--- config.mk ---
export PLATFORM = sky130hd
export DESIGN_NAME = box_to_grid_cells_unit
export DESIGN_NICKNAME = d
export VERILOG_FILES = /design/src/btgc_pkg.sv /design/src/box_to_grid_cells_unit.sv
export SDC_FILE = /design/constraint.sdc
export NUM_CORES = 2
export LEC_CHECK = 0
export BUFFER_PORTS_ARGS = -buffer_cell sky130_fd_sc_hd__buf_2
export CAP_MARGIN = 20
export CORE_ASPECT_RATIO = 0.8
export CORE_MARGIN = 2
export CORE_UTILIZATION = 65
export DETAILED_ROUTE_END_ITERATION = 12
export GPL_ROUTABILITY_DRIVEN = 0
export GPL_TIMING_DRIVEN = 0
export PLACE_DENSITY_LB_ADDON = 0.25
export SETUP_SLACK_MARGIN = 0.15
export SLEW_MARGIN = 20
export SYNTH_ARGS = -nofsm -noshare
export SYNTH_HDL_FRONTEND = slang
export SYNTH_SLANG_ARGS = --single-unit
--- constraint.sdc ---
create_clock -name clk -period 13.4 [get_ports clk]
set_input_delay 2.01 -clock clk [delete_from_list [all_inputs] [get_ports clk]]
set_output_delay 2.01 -clock clk [all_outputs]
set_load 0.01 [all_outputs]
--- src/btgc_pkg.sv ---
// shared widths, defaults and register codes for the box-to-grid-cells block
// no dependencies

package btgc_pkg;

	localparam int TAG_W   = 16;
	localparam int COORD_W = 16;
	localparam int EXT_W   = 15;
	localparam int SIZE_W  = 13;
	localparam int DIM_W   = 9;
	localparam int CFG_W   = 13;
	localparam int CFG_AW  = 2;
	localparam int IDX_W   = 16;
	localparam int LANES   = 4;

	localparam int MAX_CELLS_DEF = 64;
	localparam int MAX_GRID_DEF  = 256;

	localparam logic [SIZE_W-1:0] CELL_SIZE_RST = 13'd32;
	localparam logic [DIM_W-1:0]  DIM_RST       = 9'd32;

	// corner lanes: left, right, top, bottom
	localparam int LANE_X0 = 0;
	localparam int LANE_X1 = 1;
	localparam int LANE_Y0 = 2;
	localparam int LANE_Y1 = 3;

	typedef enum logic [CFG_AW-1:0] {
		REG_CELL_SIZE    = 2'd0,
		REG_GRID_COLUMNS = 2'd1,
		REG_GRID_ROWS    = 2'd2
	} cfg_reg_t;

endpackage

--- src/box_to_grid_cells_unit.sv ---
// Box-to-grid-cells unit. Takes one box item (tag, left, top, width, height), maps both
// corners to clamped grid cells and returns one result item per covered cell, row by row
// and left to right, marking the last and flagging truncation past MAX_CELLS. The front
// end is a pipeline: a corner stage, a clamp stage, a restoring divider retiring two
// quotient bits per stage, and a range stage. The output enumerator produces one cell per
// cycle while cell_ready is high, so boxes covering a single cell also flow at one per cycle
// while cell_ready is high. Configuration writes are registered, and the clamp limits are
// registered once more from the configuration registers.
// Depends on btgc_pkg.

module box_to_grid_cells_unit
	import btgc_pkg::*;
#(
	parameter int MAX_CELLS = MAX_CELLS_DEF,
	parameter int MAX_GRID  = MAX_GRID_DEF
) (
	input  logic                      clk,
	input  logic                      arst_n,
	input  logic                      cfg_we,
	input  logic [CFG_AW-1:0]         cfg_index,
	input  logic [CFG_W-1:0]          cfg_data,
	input  logic                      box_valid,
	output logic                      box_ready,
	input  logic [TAG_W-1:0]          object_tag,
	input  logic signed [COORD_W-1:0] box_left,
	input  logic signed [COORD_W-1:0] box_top,
	input  logic [EXT_W-1:0]          box_width,
	input  logic [EXT_W-1:0]          box_height,
	output logic                      cell_valid,
	input  logic                      cell_ready,
	output logic [TAG_W-1:0]          tag_out,
	output logic [IDX_W-1:0]          cell_index,
	output logic                      last_cell,
	output logic                      truncated
);

	localparam int GW  = $clog2(MAX_GRID + 1);
	localparam int QW  = (MAX_GRID > 1) ? $clog2(MAX_GRID) : 1;
	localparam int LW  = GW + SIZE_W;
	localparam int CMW = (LW > COORD_W) ? LW : COORD_W;
	localparam int DW  = SIZE_W + QW;
	localparam int RW  = (DW > COORD_W) ? DW : COORD_W;
	localparam int SPS = 2;
	localparam int NDS = (QW + SPS - 1) / SPS;
	localparam int NW  = (MAX_CELLS > 1) ? $clog2(MAX_CELLS) : 1;
	localparam int PW  = QW + GW;

	typedef struct packed {
		logic [TAG_W-1:0]                 tag;
		logic [LANES-1:0]                 hi;
		logic [LANES-1:0][COORD_W-1:0]    rem;
		logic [LANES-1:0][QW-1:0]         quo;
	} dv_t;

	typedef struct packed {
		logic [TAG_W-1:0] tag;
		logic [QW-1:0]    x0;
		logic [QW-1:0]    x1;
		logic [QW-1:0]    y0;
		logic [QW-1:0]    y1;
		logic [IDX_W-1:0] rowst;
	} rng_t;

	function automatic logic [GW-1:0] dim_lim(input logic [DIM_W-1:0] v);
		logic [31:0] w;
		begin
			if (v == '0)
				w = 32'd1;
			else if (32'(v) > 32'(MAX_GRID))
				w = 32'(MAX_GRID);
			else
				w = 32'(v);
			return w[GW-1:0];
		end
	endfunction

	// configuration
	logic [SIZE_W-1:0] cell_size_q;
	logic [DIM_W-1:0]  grid_columns_q;
	logic [DIM_W-1:0]  grid_rows_q;
	logic [SIZE_W-1:0] size_eff;
	logic [GW-1:0]     cols_eff;
	logic [GW-1:0]     rows_eff;
	logic [GW-1:0]     cols_m1;
	logic [GW-1:0]     rows_m1;
	logic [LW-1:0]     limit_x_q;
	logic [LW-1:0]     limit_y_q;

	always_ff @(posedge clk or negedge arst_n) begin
		if (!arst_n) begin
			cell_size_q    <= CELL_SIZE_RST;
			grid_columns_q <= DIM_RST;
			grid_rows_q    <= DIM_RST;
		end else if (cfg_we) begin
			unique case (cfg_index)
				REG_CELL_SIZE:    cell_size_q    <= cfg_data[SIZE_W-1:0];
				REG_GRID_COLUMNS: grid_columns_q <= cfg_data[DIM_W-1:0];
				REG_GRID_ROWS:    grid_rows_q    <= cfg_data[DIM_W-1:0];
				default: ;
			endcase
		end
	end

	always_comb begin
		size_eff = (cell_size_q == '0) ? SIZE_W'(1) : cell_size_q;
		cols_eff = dim_lim(grid_columns_q);
		rows_eff = dim_lim(grid_rows_q);
		cols_m1  = cols_eff - GW'(1);
		rows_m1  = rows_eff - GW'(1);
	end

	// first coordinate past the grid on each axis
	always_ff @(posedge clk) begin
		limit_x_q <= LW'(cols_eff) * LW'(size_eff);
		limit_y_q <= LW'(rows_eff) * LW'(size_eff);
	end

	// handshake chain
	logic           v_s1;
	logic [NDS:0]   dv_vld_s;
	logic           rng_vld_s;
	logic           out_v_q;
	logic           rdy_s1;
	logic [NDS:0]   dv_rdy;
	logic           rng_rdy;
	logic           take;
	logic           adv;
	logic           at_end;
	logic           cap;

	always_comb begin
		take    = !out_v_q || (cell_ready && last_cell);
		adv     = out_v_q && cell_ready && !last_cell;
		rng_rdy = !rng_vld_s || take;
		dv_rdy[NDS] = !dv_vld_s[NDS] || rng_rdy;
		for (int k = NDS - 1; k >= 0; k--)
			dv_rdy[k] = !dv_vld_s[k] || dv_rdy[k+1];
		rdy_s1 = !v_s1 || dv_rdy[0];
	end

	assign box_ready = rdy_s1;

	// stage 1: corners, negative coordinates forced to zero
	logic [TAG_W-1:0]              tag_s1;
	logic [LANES-1:0][COORD_W-1:0] crd_s1;
	logic signed [COORD_W:0]       rx_w;
	logic signed [COORD_W:0]       by_w;
	logic [LANES-1:0][COORD_W-1:0] crd_w;

	always_comb begin
		rx_w = {box_left[COORD_W-1], box_left} + $signed({2'b00, box_width});
		by_w = {box_top[COORD_W-1], box_top} + $signed({2'b00, box_height});
		crd_w[LANE_X0] = box_left[COORD_W-1] ? '0 : box_left;
		crd_w[LANE_X1] = rx_w[COORD_W] ? '0 : rx_w[COORD_W-1:0];
		crd_w[LANE_Y0] = box_top[COORD_W-1] ? '0 : box_top;
		crd_w[LANE_Y1] = by_w[COORD_W] ? '0 : by_w[COORD_W-1:0];
	end

	always_ff @(posedge clk or negedge arst_n) begin
		if (!arst_n)
			v_s1 <= 1'b0;
		else if (rdy_s1)
			v_s1 <= box_valid;
	end

	always_ff @(posedge clk) begin
		if (rdy_s1 && box_valid) begin
			tag_s1 <= object_tag;
			crd_s1 <= crd_w;
		end
	end

	// stage 2: clamp flags, then the divider stages
	dv_t dv_s  [NDS+1];
	dv_t dv_in [NDS+1];

	always_comb begin
		dv_in[0].tag = tag_s1;
		dv_in[0].rem = crd_s1;
		dv_in[0].quo = '0;
		for (int l = 0; l < LANES; l++) begin
			if (l == LANE_X0 || l == LANE_X1)
				dv_in[0].hi[l] = CMW'(crd_s1[l]) >= CMW'(limit_x_q);
			else
				dv_in[0].hi[l] = CMW'(crd_s1[l]) >= CMW'(limit_y_q);
		end
	end

	always_ff @(posedge clk or negedge arst_n) begin
		if (!arst_n)
			dv_vld_s[0] <= 1'b0;
		else if (dv_rdy[0])
			dv_vld_s[0] <= v_s1;
	end

	always_ff @(posedge clk) begin
		if (dv_rdy[0] && v_s1)
			dv_s[0] <= dv_in[0];
	end

	for (genvar k = 0; k < NDS; k++) begin : g_div
		// two restoring steps per stage; quotient is known to fit QW bits when not clamped
		always_comb begin
			dv_t           d;
			int            b;
			logic [RW-1:0] r_ext;
			logic [RW-1:0] t;
			d     = dv_s[k];
			r_ext = '0;
			t     = '0;
			for (int l = 0; l < LANES; l++) begin
				for (int s = 0; s < SPS; s++) begin
					b = QW - 1 - k * SPS - s;
					if (b >= 0) begin
						r_ext = RW'(d.rem[l]);
						t     = RW'(size_eff) << b;
						if (r_ext >= t) begin
							d.rem[l] = COORD_W'(r_ext - t);
							d.quo[l] = d.quo[l] | (QW'(1) << b);
						end
					end
				end
			end
			dv_in[k+1] = d;
		end

		always_ff @(posedge clk or negedge arst_n) begin
			if (!arst_n)
				dv_vld_s[k+1] <= 1'b0;
			else if (dv_rdy[k+1])
				dv_vld_s[k+1] <= dv_vld_s[k];
		end

		always_ff @(posedge clk) begin
			if (dv_rdy[k+1] && dv_vld_s[k])
				dv_s[k+1] <= dv_in[k+1];
		end
	end

	// range stage: clamp to the border cells and form the first row index
	rng_t             rng_s;
	rng_t             rng_w;
	logic [PW-1:0]    row_prod;

	always_comb begin
		rng_w.tag = dv_s[NDS].tag;
		rng_w.x0  = dv_s[NDS].hi[LANE_X0] ? QW'(cols_m1) : dv_s[NDS].quo[LANE_X0];
		rng_w.x1  = dv_s[NDS].hi[LANE_X1] ? QW'(cols_m1) : dv_s[NDS].quo[LANE_X1];
		rng_w.y0  = dv_s[NDS].hi[LANE_Y0] ? QW'(rows_m1) : dv_s[NDS].quo[LANE_Y0];
		rng_w.y1  = dv_s[NDS].hi[LANE_Y1] ? QW'(rows_m1) : dv_s[NDS].quo[LANE_Y1];
		row_prod  = PW'(rng_w.y0) * PW'(cols_eff);
		rng_w.rowst = IDX_W'(row_prod) + IDX_W'(rng_w.x0);
	end

	always_ff @(posedge clk or negedge arst_n) begin
		if (!arst_n)
			rng_vld_s <= 1'b0;
		else if (rng_rdy)
			rng_vld_s <= dv_vld_s[NDS];
	end

	always_ff @(posedge clk) begin
		if (rng_rdy && dv_vld_s[NDS])
			rng_s <= rng_w;
	end

	// output enumerator, also the output register
	logic [TAG_W-1:0] tag_q;
	logic [QW-1:0]    x_q;
	logic [QW-1:0]    x0_q;
	logic [QW-1:0]    x1_q;
	logic [QW-1:0]    y_q;
	logic [QW-1:0]    y1_q;
	logic [IDX_W-1:0] rowst_q;
	logic [IDX_W-1:0] idx_q;
	logic [NW-1:0]    n_q;
	logic [IDX_W-1:0] cols16;
	logic [IDX_W-1:0] next_row;

	always_comb begin
		cols16   = IDX_W'(cols_eff);
		next_row = rowst_q + cols16;
		at_end   = (x_q == x1_q) && (y_q == y1_q);
		cap      = (n_q == NW'(MAX_CELLS - 1));
	end

	always_ff @(posedge clk or negedge arst_n) begin
		if (!arst_n)
			out_v_q <= 1'b0;
		else if (take)
			out_v_q <= rng_vld_s;
	end

	always_ff @(posedge clk) begin
		if (take) begin
			if (rng_vld_s) begin
				tag_q   <= rng_s.tag;
				x_q     <= rng_s.x0;
				x0_q    <= rng_s.x0;
				x1_q    <= rng_s.x1;
				y_q     <= rng_s.y0;
				y1_q    <= rng_s.y1;
				rowst_q <= rng_s.rowst;
				idx_q   <= rng_s.rowst;
				n_q     <= '0;
			end
		end else if (adv) begin
			n_q <= n_q + NW'(1);
			if (x_q == x1_q) begin
				// wrap to the start of the next row
				x_q     <= x0_q;
				y_q     <= y_q + QW'(1);
				rowst_q <= next_row;
				idx_q   <= next_row;
			end else begin
				x_q   <= x_q + QW'(1);
				idx_q <= idx_q + IDX_W'(1);
			end
		end
	end

	assign cell_valid = out_v_q;
	assign tag_out    = tag_q;
	assign cell_index = idx_q;
	assign last_cell  = at_end || cap;
	assign truncated  = cap && !at_end;

endmodule

* Word-level counts from Yosys, hierarchy flattened
Memory sizes are Yosys's and may differ from the RTL's. Cells that the tools add are included.
Word-level totals: input port bits 98, memories 1, bits in writable memories 580, word-level logic and storage cells 269, output and inout bits 36, register bits 321
Cells by class: add/subtract/negate cells 42, multiplexer cells 101, $lt $le $gt $ge 38, reduce and logical (&&, ||, !) cells 43, eq/ne operators 6, multiply operators 3
Memories:
- dv_s | depth 5, bits a word 116, read ports 5, clocked after memory_dff 0, wr ports 5, line box_to_grid_cells_unit.sv:174 | dv_t dv_s [NDS+1];
Operators by type and width (count):
- $mux 16 | 39
- $sub 16x16->16 | 20
- $mux 8 | 16
- $ge 16x22->1 | 4
- $ge 16x20->1 | 4
- $ge 16x19->1 | 4
- $ge 16x18->1 | 4
- $ge 16x17->1 | 4
- $ge 16x13->1 | 4
- $ge 16x14->1 | 4
- $ge 16x15->1 | 4
- $ge 16x16->1 | 4
- $sub 16x13->16 | 4
- $sub 16x14->16 | 4
- $sub 16x15->16 | 4
- $mul 9x13->22 | 2
- $mux 6 | 7
- $mux 9 | 4
- $add 16x16->17 | 2
- $mux 7 | 4
- $mux 5 | 4
- $gt 9x9->1 const B | 2
- $logic_not 9->1 | 2
- $add 16x1->16 const B | 1
- other kinds (24) | 82

* Logic depth before layout (Yosys ltp)
depth in word-level cells 14, depth in mapped cells 29, mapped depth without buffers 28

* Worst setup path before layout
OpenSTA, ideal clock, no wires.
path kind input to register, start in cell_ready, end mem dv_s[0][236] (netlist name), enable pin, path buffers 0, path slack 3.035 ns, required time 12.688 ns, cell stages on the path 3, setup time 0.712 ns, arrival time 9.654 ns, path through a21oi_1 > and4_1 > a21boi_0
RTL lines:
- start: declaration | line box_to_grid_cells_unit.sv:30 | input logic cell_ready,
- end: declaration | line box_to_grid_cells_unit.sv:174

==> summary.md <==
| Metric | Value |
|---|---|
| Status | `complete, no violations` |
| P_sw | `4030 µW` |
| Die Area | `87900 µm²` |
| Buffers on Ports | `131` |
| Starting Density | `65.9%` |
| Worst-path maximum fanout | `41` |
| Clock sink total | `753` |
| Startpoint Class | `register` |
| Post-synth ARST share | `5.18%` |
| Fin cells | `6663` |
| Maximum VDD drop | `0.000183 V` |
| Count of flip-flops with a built-in enable after synthesis | `670` |
| Clk pwr share | `21.9%` |
| Clock Pin Slew Worst Setup and Hold Paths | `70 ps` |
| Synth top area share | `36.2%` |
| Initial antenna violation count | `6` |
| Antenna viol nets, final | `0` |
| Comb power frac | `50.4%` |
| Flop pwr share | `27.7%` |
| Hold Path Class | `reg2reg` |
| Fraction of power spent switching nets | `39.0%` |
| CP max stage delay | `980 ps` |
| Worst Skew | `61.4 ps` |
| Max Freq | `104 MHz` |
| CP top delay family | `compound AO/OA/AOI/OAI gates` |
| Flops & latches, synth | `753` |
| First-pass GRT wire length | `224000 µm` |
| Pre-antenna DRT Iters | `7` |
| Max-slew headroom | `19.4%` |
| Internal Power | `6300 µW` |
| Share of layout cells above drive strength 1 | `10.4%` |
| Area of the multi-input gates | `31500 µm²` |
| Clock latency on the worst-skew pair | `680 ps` |
| Sequential cell area | `22000 µm²` |
| CP max-delay cell | `nor2_1` |
| Cells after synthesis | `5236` |
| H-tree levels | `3` |
| Overflow after GRT | `0` |
| Critical Path RT | `13820 ps` |
| Via Count | `41950` |
| GR Util All Layers | `32.9%` |
| Max-cap violations | `0` |
| Via density | `6.30` |
| Crit path kind | `reg2reg` |
| Post-CTS Setup Bufs | `0` |
| Worst-margin pin slew | `1200 ps` |
| I/O pin count | `134` |
| DRT Wirelength | `144000 µm` |
| CP endpoint kind | `register` |
| Sequential fraction of the synthesis area | `39.5%` |
| Resize count post-CTS | `0` |
| Core Util, Final | `72.7%` |
| Core area | `84400 µm²` |
| Buf/Inv on CP | `5` |
| Post-Place Cells | `6518` |
| Cell taking the most area after synthesis | `edfxtp_1` |
| Top cells by area, synth | `edfxtp_1, ha_1, fa_1` |
| Crit path DAT | `10070 ps` |
| Post-CTS Hold Buffers | `0` |
| Nets | `6417` |
| Syn nets | `6171` |
| Period minus WS final | `9650 ps` |
| Iter 0 DRT Violations | `4668` |
| Unrepaired setup endpoints after global routing | `no` |
| Fill count | `5803` |
| Pin count of the biggest net entering global routing | `54` |
| Die Span Y | `266 µm` |
| Die Wd | `331 µm` |
| Power Density | `168 nW/µm²` |
| Ys Warns | `0` |
| Final period util | `72.0%` |
| Number of global-route vias before repair | `41034` |
| Area Growth Syn to Fin | `10.4%` |
| Mapped Avg Cell Area | `10.6 µm²` |
| Max clock buf depth | `3` |
| CTS root buf | `clkbuf_16` |
| Synth Flop Type | `edfxtp_1` |
| Unique masters post-synth | `91` |
| CTS tree | `built` |
| Final Hold Viols | `0` |
| Wire per inst | `21.6 µm` |
| Remaining DRCs | `0` |
| Leakage | `0.0258 µW` |
| Cell area after synthesis | `55600 µm²` |
| Final setup violation count | `0` |
| Post-DP HPWL | `107000 µm` |
| Core Rows | `95` |
| Final Slew Violations | `0` |
| TritonCTS Buffers | `77` |
==> worst register-to-register path, delay by kind of cell, from the launching register on <==
family	cells	cell delay, ps
adders and majority gates	2	600
DFF	1	520
and+or+nand+nor	5	2550
AOI/OAI and AO/OA	13	3930
muxes	1	380
buffers and inverters	5	1420
==> synth_stat cells (all sizes together) (11+ instances only) <==
cell and instances:
nor3 85, a31o 12, and2 63, mux2 194, a211o 11, or3 19, a2111oi 11, or4 14
o21a 54, buf 32, ha 601, a211oi 23, nand2 453, o31a 13, dfxtp 44, xnor2 254
a21o 155, o31ai 14, clkbuf 92, a21boi 16, o41ai 15, nor4 30, o21bai 29, a21oi 313
xor2 122, fa 236, nand3 76, dfrtp 36, nand4 61, edfxtp 670, o211ai 25, and3 24
nand2b 56, nor2 410, inv 449, o21ai 254, a31oi 16, nor2b 112, mux2i 29
==> registers in the layout, summed over array words and instances, names as in the netlist <==
| name | cells |
|---|---|
| rng_s | 64 |
| v_s1 | 1 |
| n_q | 6 |
| grid_rows_q | 9 |
| cell_valid | 1 |
| rowst_q | 16 |
| x0_q | 8 |
| dv_vld_s | 5 |
| dv_s | 434 |
| grid_columns_q | 9 |
| crd_s1 | 62 |
| tag_out | 16 |
| rng_vld_s | 1 |
| limit_y_q | 22 |
| y_q | 8 |
| y1_q | 8 |
| tag_s1 | 16 |
| cell_size_q | 13 |
| limit_x_q | 22 |
| x1_q | 8 |
| cell_index | 16 |
| x_q | 8 |
==> kinds of logic (layout without fill, tap and decap cells) <==
logic type | after synthesis | after routing | share of synthesized area, %
fa+ha+maj | 837 | 837 | 22.0
compound gates | 1036 | 1036 | 11.9
simple gates | 1431 | 1431 | 12.0
mux | 223 | 223 | 4.56
flops | 753 | 753 | 39.5
xor+xnor | 376 | 376 | 5.92
other cells | 0 | 4 | 0
buf+inv | 580 | 888 | 4.03
==> layout make-up <==
cell class,count,share of cell area [%]
clock buffers,94,3.34
multi-input cells,3903,51.3
clock inverters,47,1.03
flip-flops and latches,753,35.8
repair buffers,167,2.51
well taps,1115,2.27
diodes,4,0.0163
plain buffers,124,0.867
inverters,456,2.84
==> path summary, 6_finish.rpt <==
check | start | endpoint | slack, ps | cells past startpoint
setup / recovery | cell_size_q[11] | dv_s[0][279] | 3750 | 26
hold / removal | dv_s[0][96] | dv_s[0][212] | 380 | 0
setup reg to reg | cell_size_q[11] | dv_s[0][279] | 3750 | 26
hold reg to reg | dv_s[0][96] | dv_s[0][212] | 380 | 0
max in group asynchronous | arst_n | v_s1 | 11270 | 1
min in group asynchronous | arst_n | grid_rows_q[3] | 1510 | 1
==> power by group through the flow <==
stage	clock, µW	sequential, µW	combinational, µW
after floorplan	0	2890	3870
after global placement	0	2910	4830
after detailed placement	0	2910	5070
after CTS	2280	2860	5130
after global routing	2370	2870	5780
final	2260	2860	5210
==> layer usage <==
metal	up-vias	track usage (%)	part of all wire, %
li1	19176	-	-
met1	20307	45.9	41
met2	2063	50.0	44
met3	398	6.68	10
met4	6	13.9	4.5
met5	-	0	0.071
==> layout by cell type (no fill, tap or decap), types with 14 or more instances in the layout <==
| cell type | instances |
|---|---|
| edfxtp_1 | 670 |
| ha_1 | 601 |
| nand2_1 | 452 |
| inv_1 | 437 |
| nor2_1 | 409 |
| a21oi_1 | 311 |
| xnor2_1 | 254 |
| o21ai_0 | 238 |
| fa_1 | 236 |
| mux2_2 | 175 |
| a21o_1 | 155 |
| buf_2 | 146 |
| xor2_1 | 122 |
| nor2b_1 | 110 |
| clkbuf_1 | 101 |
| nor3_1 | 85 |
| clkbuf_16 | 77 |
| nand3_1 | 76 |
| and2_1 | 61 |
| nand4_1 | 61 |
| nand2b_1 | 56 |
| o21a_1 | 54 |
| dfxtp_1 | 44 |
| dfrtp_1 | 36 |
| nor4_1 | 30 |
| o21bai_1 | 28 |
| mux2i_1 | 27 |
| o211ai_1 | 25 |
| and3_1 | 24 |
| buf_16 | 24 |
| a211oi_1 | 22 |
| or3_1 | 19 |
| clkinv_2 | 15 |
| o21ai_1 | 15 |
| o41ai_1 | 14 |
==> metrics by stage <==
stage / setup WS [ps] / TNS, ps / instance area [µm²] / total power [µW] / hold WS, ps
6_report: 3750 / 0 / 61400 / 10300 / 383
5_1_grt: 3610 / 0 / 61400 / 11000 / 392
4_1_cts: 4040 / 0 / 61300 / 10300 / 382
3_5_place_dp: 4150 / 0 / 58700 / 7980 / 405
3_3_place_gp: -1130 / -109800 / 57600 / 7750 / 402
2_1_floorplan: 3030 / 0 / 55600 / 6760 / 400
No activity file was read; power rests on OpenSTA's default activity.
